## config.mk

```make
export PLATFORM = sky130hd
export DESIGN_NAME = idts_div
export DESIGN_NICKNAME = d
export VERILOG_FILES = /design/src/hw/rtl/idts_pkg.sv /design/src/hw/rtl/idts_div.sv
export SDC_FILE = /design/constraint.sdc
export NUM_CORES = 1
export LEC_CHECK = 0
export BUFFER_PORTS_ARGS = -buffer_cell sky130_fd_sc_hd__clkbuf_2
export CORE_UTILIZATION = 53
export CTS_BUF_LIST = sky130_fd_sc_hd__clkbuf_4 sky130_fd_sc_hd__clkbuf_8
export CTS_CLUSTER_SIZE = 28
export DETAILED_ROUTE_END_ITERATION = 10
export PLACE_DENSITY = 0.68
export SYNTH_ARGS = -nofsm -noshare
export SYNTH_HDL_FRONTEND = slang
export SYNTH_SLANG_ARGS = --single-unit
```

## constraint.sdc

```tcl
create_clock -name clk -period 6.98 [get_ports clk]
set_clock_uncertainty 0.05 [all_clocks]
set_input_delay 1.396 -clock clk [delete_from_list [all_inputs] [get_ports clk]]
set_output_delay 1.396 -clock clk [all_outputs]
set_load 0.005 [all_outputs]
```

## src/hw/rtl/idts_pkg.sv

```systemverilog
package idts_pkg;

	localparam int DW   = 32;	// Q16.16 data width
	localparam int GW   = 24;	// gamma width, unsigned Q8.16
	localparam int MW   = 43;	// divisor width (diagonal term after elimination)
	localparam int NUMW = 49;	// signed numerator width before Q16 scaling
	localparam int QW   = 32;	// quotient bits produced by the divider

	// register map, selected by paddr[2]
	localparam logic REG_GAMMA       = 1'b0;
	localparam logic REG_LINE_LENGTH = 1'b1;

	typedef struct packed {
		logic                   go;
		logic [MW-1:0]          divisor;
		logic signed [NUMW-1:0] num_cp;
		logic signed [NUMW-1:0] num_dp;
	} div_req_t;

	typedef struct packed {
		logic                 done;
		logic signed [DW-1:0] cp;
		logic signed [DW-1:0] dp;
	} div_rsp_t;

endpackage

```

## src/hw/rtl/idts_div.sv

```systemverilog
module idts_div (
	input  logic              clk,
	input  logic              arst_n,
	input  idts_pkg::div_req_t req,
	output idts_pkg::div_rsp_t rsp
);
	import idts_pkg::*;

	localparam int XW = NUMW + 17;

	typedef enum logic [1:0] {D_IDLE, D_INIT, D_RUN, D_FIN} dstate_t;

	dstate_t              st_q;
	logic [4:0]           cnt_q;
	logic                 done_q;
	logic signed [DW-1:0] cp_q, dp_q;

	logic [MW-1:0]   m_q;
	logic [NUMW-1:0] mag_q [2];
	logic            neg_q [2];
	logic            ovf_q [2];
	logic [MW-1:0]   rem_q [2];
	logic [QW-1:0]   lo_q  [2];
	logic [QW-1:0]   quo_q [2];

	logic [XW-1:0] x   [2];
	logic [MW-1:0] xhi [2];
	logic [MW:0]   sh  [2];
	logic [MW:0]   dif [2];
	logic          ge  [2];

	// round-half-away quotient magnitude -> saturated signed result
	function automatic logic signed [DW-1:0] satq(input logic ovf, input logic neg,
			input logic [QW-1:0] q);
		if (ovf) begin
			return neg ? 32'sh8000_0000 : 32'sh7fff_ffff;
		end
		if (!neg) begin
			return q[QW-1] ? 32'sh7fff_ffff : $signed(q);
		end
		if (q > 32'h8000_0000) begin
			return 32'sh8000_0000;
		end
		return $signed(~q + 32'd1);
	endfunction

	always_comb begin
		for (int k = 0; k < 2; k++) begin
			// (|num| << 16) + m/2, upper part compared against m for overflow
			x[k]   = XW'({mag_q[k], 16'b0}) + XW'(m_q >> 1);
			xhi[k] = MW'(x[k][XW-1:QW]);
			sh[k]  = {rem_q[k], lo_q[k][QW-1]};
			dif[k] = sh[k] - {1'b0, m_q};
			ge[k]  = (sh[k] >= {1'b0, m_q});
		end
	end

	always_ff @(posedge clk or negedge arst_n) begin
		if (!arst_n) begin
			st_q   <= D_IDLE;
			cnt_q  <= '0;
			done_q <= 1'b0;
			cp_q   <= '0;
			dp_q   <= '0;
		end else begin
			done_q <= 1'b0;
			case (st_q)
				D_IDLE: begin
					if (req.go) begin
						st_q <= D_INIT;
					end
				end
				D_INIT: begin
					cnt_q <= '0;
					st_q  <= D_RUN;
				end
				D_RUN: begin
					cnt_q <= cnt_q + 5'd1;
					if (cnt_q == 5'd31) begin
						st_q <= D_FIN;
					end
				end
				D_FIN: begin
					cp_q   <= satq(ovf_q[0], neg_q[0], quo_q[0]);
					dp_q   <= satq(ovf_q[1], neg_q[1], quo_q[1]);
					done_q <= 1'b1;
					st_q   <= D_IDLE;
				end
				default: begin
					st_q <= D_IDLE;
				end
			endcase
		end
	end

	always_ff @(posedge clk) begin
		case (st_q)
			D_IDLE: begin
				if (req.go) begin
					m_q      <= req.divisor;
					neg_q[0] <= req.num_cp[NUMW-1];
					neg_q[1] <= req.num_dp[NUMW-1];
					mag_q[0] <= req.num_cp[NUMW-1] ? NUMW'(-req.num_cp) : NUMW'(req.num_cp);
					mag_q[1] <= req.num_dp[NUMW-1] ? NUMW'(-req.num_dp) : NUMW'(req.num_dp);
				end
			end
			D_INIT: begin
				for (int k = 0; k < 2; k++) begin
					ovf_q[k] <= (xhi[k] >= m_q);
					rem_q[k] <= xhi[k];
					lo_q[k]  <= x[k][QW-1:0];
					quo_q[k] <= '0;
				end
			end
			D_RUN: begin
				for (int k = 0; k < 2; k++) begin
					rem_q[k] <= ge[k] ? dif[k][MW-1:0] : sh[k][MW-1:0];
					lo_q[k]  <= {lo_q[k][QW-2:0], 1'b0};
					quo_q[k] <= {quo_q[k][QW-2:0], ge[k]};
				end
			end
			default: begin
			end
		endcase
	end

	assign rsp.done = done_q;
	assign rsp.cp   = cp_q;
	assign rsp.dp   = dp_q;

endmodule

```

# Word level (Yosys, flattened, before mapping)
# Memories as Yosys holds them, arrays and structs flattened.
# Cells that the tools add are included.
# totals
out_inout_bits	65
wordCells	101
inputBits	144
ram_bits	316
reg_bits	115
memories	6
mem_bits_ro	0
latchBits	0
# op_classes
reduce_logical	4
n_lt_le_gt_ge	6
multipliers	0
eq_ne	6
bitwise	8
add_sub_neg	9
shift	0
n_mux	56
n_div	0
# memory_table
memory	words	word_bits	read_ports	rd_clocked_by_memory_dff	wr	line_no	source
mag_q	2	49	2	0	2	idts_div.sv:19	logic [NUMW-1:0] mag_q [2];
rem_q	2	43	2	0	2	idts_div.sv:22	logic [MW-1:0] rem_q [2];
lo_q	2	32	2	0	2	idts_div.sv:23	logic [QW-1:0] lo_q [2];
quo_q	2	32	2	0	2	idts_div.sv:24	logic [QW-1:0] quo_q [2];
neg_q	2	1	2	0	2	idts_div.sv:20	logic neg_q [2];
ovf_q	2	1	2	0	2	idts_div.sv:21	logic ovf_q [2];
# ops
cell	n
$mux W32	18
$mux W43	4
$add A65 B42 Y66	2
$mux W49	2
$neg A49 Y49	2
$ge A44 B43 Y1	2
$ge A34 B43 Y1	2
$sub A43 B43 Y43	2
$add A32 B1 Y32 const B	2
$gt A32 B32 Y1 const B	2
$not A32 Y32	2
$mux W31	2
$mux W1	26
$pmux W5 S2	1
$pmux W2 S4	1
$or A1 B1 Y1	6
$add A5 B1 Y5 const B	1
$eq A5 B5 Y1 const B	1
$eq A2 B2 Y1 const B	2
$mux W2	2
$ne A2 B2 Y1 const B	2
$reduce_and A2 Y1	2
$eq A2 B1 Y1 const B	1
$logic_not A2 Y1	1
$reduce_bool A2 Y1	1

# Longest topological paths before layout
# An unclocked memory read counts as a cell.
# logic_depth
word_depth	11
depth_mapped	23
mapped_depth_nobuf	23

# Worst setup path after synthesis
# OpenSTA, ideal clock, no wires.
# synth_path
path_type	register -> register
from	register st_q[0]
to	register cnt_q[2]
t_required_ns	6.847
synth_period_minus_slack_ns	5.509
setup_time_ns	0.083
path_stages_with_launch	8
path_buffers	1
arrival_time_ns	5.376
path_slack_ns	1.471
path_cell_list	dfrtp_1 > inv_1 > ha_1 > clkbuf_1 > nand3_1 > o21ai_0 > nand2_1 > o21ai_0
# synth_via
elab_chain_len	2
elab_cells_between_ends	4
cone_classes	eq/ne (2); mux (1); reduce/logical (1)
# synth_rtl
item	line_no	source
start: declaration	idts_div.sv:13	dstate_t st_q;
start signal: assignment	idts_div.sv:60	st_q <= D_IDLE;
start signal: assignment	idts_div.sv:70	st_q <= D_INIT;
start signal: assignment	idts_div.sv:75	st_q <= D_RUN;
$eq A2 B2 Y1 / $eq A2 B1 Y1 (equally long branches)	idts_div.sv:67	case (st_q)
$pmux W5 S2 / $reduce_bool A2 Y1 (equally long branches)	-	
end signal: assignment	idts_div.sv:78	cnt_q <= cnt_q + 5'd1;
end: declaration	idts_div.sv:14	logic [4:0] cnt_q;
# Several ways; a longest one is shown, not always the timed one.
# A chain may end at the register's enable or synchronous reset.

==> results_dict.tcl <==
set metrics [dict create \
    row_count 84 \
    post_drt_wl_per_cell_um 20.1 \
    io_pins 209 \
    violations "design-rule violations" \
    synth_nets 3408 \
    vias 24135 \
    mostFrequentLayoutCells "edfxtp_1 (343), a21oi_1 (315), nor2_1 (264), nand2_1 (259), o21ai_0 (226)" \
    fin_nets 3591 \
    drt-pass1-iter-count 9 \
    synth-edff-count 343 \
    worst-setup-path-type "flip-flop to flip-flop" \
    cp-end-kind "flip-flop" \
    syn-cell-area_um2 28700 \
    coreArea_um2 53100 \
    hold_path_depth 1 \
    h-tree-depth 3 \
    fin_crit_sh 0.799 \
    synthArstFlopShare 0.173 \
    ys_types 78 \
    cts_buffer_depth 3 \
    slowest_stage "fa_1" \
    clk_latency_ns 0.70 \
    fill_cells 4677 \
    place_congestion 0.967 \
    critical_path.top_delay_family "compound AO/OA/AOI/OAI gates" \
    start_kind "flip-flop" \
    cp_cell_sequence "inv_1 -> fa_1 -> nand2b_1 -> a211oi_1 -> o31ai_1 -> o21ai_0 -> and4_1 -> or4_1 -> a31oi_1 -> buf_4 -> nor2_1 -> nand2_1 -> xnor2_1 -> ha_1 -> a21o_1 -> a21o_1 -> a21oi_1 -> o211ai_1 -> a221oi_1 -> o32a_1 -> nor2_1" \
    overflow 0 \
    grt_pass1_vias 22684 \
    power.density_nw_per_um2 484 \
    critical_path_arrival_ns 5.97 \
    max_freq_mhz 179 \
    min_period_ns 5.57 \
    root_buffer "clkbuf_8" \
    hold_violations 0 \
    numCtsBuffers 77 \
    drive_gt1_frac 0.121 \
    port_buffers 208 \
    syn_avg_cell_area_um2 9.44 \
    fin_util 0.602 \
    totalPowerFinal_mw 15.5 \
    cp_max_fo 7 \
    outcome "complete, but fails checks" \
    drc 2 \
    antenna_left 0 \
    die_x_um 235 \
    reg2reg_depth 21 \
    clock_sinks 415 \
    viasPerCell 6.07 \
    routed_wl_mm 79.8 \
    slew_headroom 0.243 \
    cts.repair.resized 0 \
    placed_cells 3835 \
    grt_max_degree 87 \
    fp.dieH_um 235 \
    vdd.ir_drop.worst_uv 381 \
    maxCapViolCount 0 \
    antenna_found_initial 1 \
    critPathBufInv 2 \
    setup_tns_ns 0 \
    syn-instance-count 3043 \
    area_growth_pct 11.3 \
    cp_num_cells 21 \
    final_common_cell "edfxtp_1" \
    cts_hold_buf 0 \
    grt_pass1_wl_mm 125 \
    setup_violations 0 \
    postCtsSetupBuffers 0 \
    synthFlopType "edfxtp_1" \
    synth-seq-cells 415 \
    cts_tree "yes" \
    whs_ns 0.426 \
    die_area_um2 55100 \
    stdcell_count 3975 \
    design_area_um2 32000 \
    start_util 0.541 \
    rsz0062_at_grt "false" \
    hp-class "flip-flop to flip-flop" \
    required_ns 7.37 \
    grt_usage 0.286 \
    report.final.slew_viol_count 0 \
    tightest_slew_ns 1.14 \
    seq_area_frac_synth 0.421 \
    post-place-ws_ns 1.51 \
    max_stage_delay_ns 0.52 \
    dpl.hpwl_mm 60.5 \
    drtIter0Drc 2069 \
    power_leakage_nw 12.9 \
    path_clk_slew_ns 0.06 \
    fin_ws_ns 1.41 \
    postPlaceCellArea_um2 30300 \
    yosys_warnings 0 \
]
## sequential cells by signal, indices dropped and copies added (netlist names), 2 cells and up
| signal | cells |
|---|---|
| ovf_q | 2 |
| m_q | 43 |
| lo_q | 48 |
| neg_q | 2 |
| st_q | 2 |
| quo_q | 64 |
| cp_q | 32 |
| mag_q | 98 |
| rem_q | 86 |
| cnt_q | 5 |
| dp_q | 32 |
## metal layers
layer,vias up,part of all wire,global-route usage
met3,146,0.067,0.0371
met2,952,0.44,0.436
li1,11610,-,-
met5,-,0,0
met1,11427,0.46,0.409
met4,0,0.037,0.121
## final timing paths
| path | endpoint | from | slack (ns) |
|---|---|---|---|
| hold / removal | dp_q[23] | dp_q[23] | 0.43 |
| hold reg to reg | dp_q[23] | dp_q[23] | 0.43 |
| min in group asynchronous | cp_q[20] | arst_n | 0.80 |
| setup reg to reg | ovf_q[0][1] | m_q[18] | 1.41 |
| setup / recovery | ovf_q[0][1] | m_q[18] | 1.41 |
| max in group asynchronous | st_q[1] | arst_n | 5.45 |
## where the power goes
group	internal [mW]	switching, mW	total [mW]
registers	4.26	0.728	4.99
clock network	1.37	1.10	2.47
logic	2.99	5.03	8.02
total	8.62	6.86	15.5
## logic make-up after synthesis
family / synth area share
compound gates: 0.197
xor+xnor: 0.0790
fa+ha+maj: 0.0973
buf+inv: 0.0297
flops: 0.421
mux: 0.00876
simple gates: 0.167
## layout make-up
class / instances / area [um^2] / area share
diodes: 2 / 5.00 / 0.000157
multi-input cells: 2402 / 15800 / 0.495
well taps: 688 / 861 / 0.0269
clock inverters: 25 / 265 / 0.00830
repair buffers: 226 / 1180 / 0.0369
flip-flops and latches: 415 / 12100 / 0.379
clock buffers: 113 / 1350 / 0.0422
inverters: 104 / 390 / 0.0122
## synth_stat cells (47+ instances only)
master    instances  area share
dfrtp_1          72       0.063
xnor2_1         174       0.053
nand2_1         260       0.034
inv_1           103       0.013
nand4_1          48       0.010
nor2_1          264       0.035
edfxtp_1        343        0.36
clkbuf_1        112       0.015
nor3_1           60       0.010
and2_1           83       0.018
a21oi_1         315       0.055
xor2_1           85       0.026
a21o_1          123       0.032
ha_1            217       0.095
nand3_1          47      0.0082
o21ai_0         226       0.039
Power figures use the tool's default switching activity.
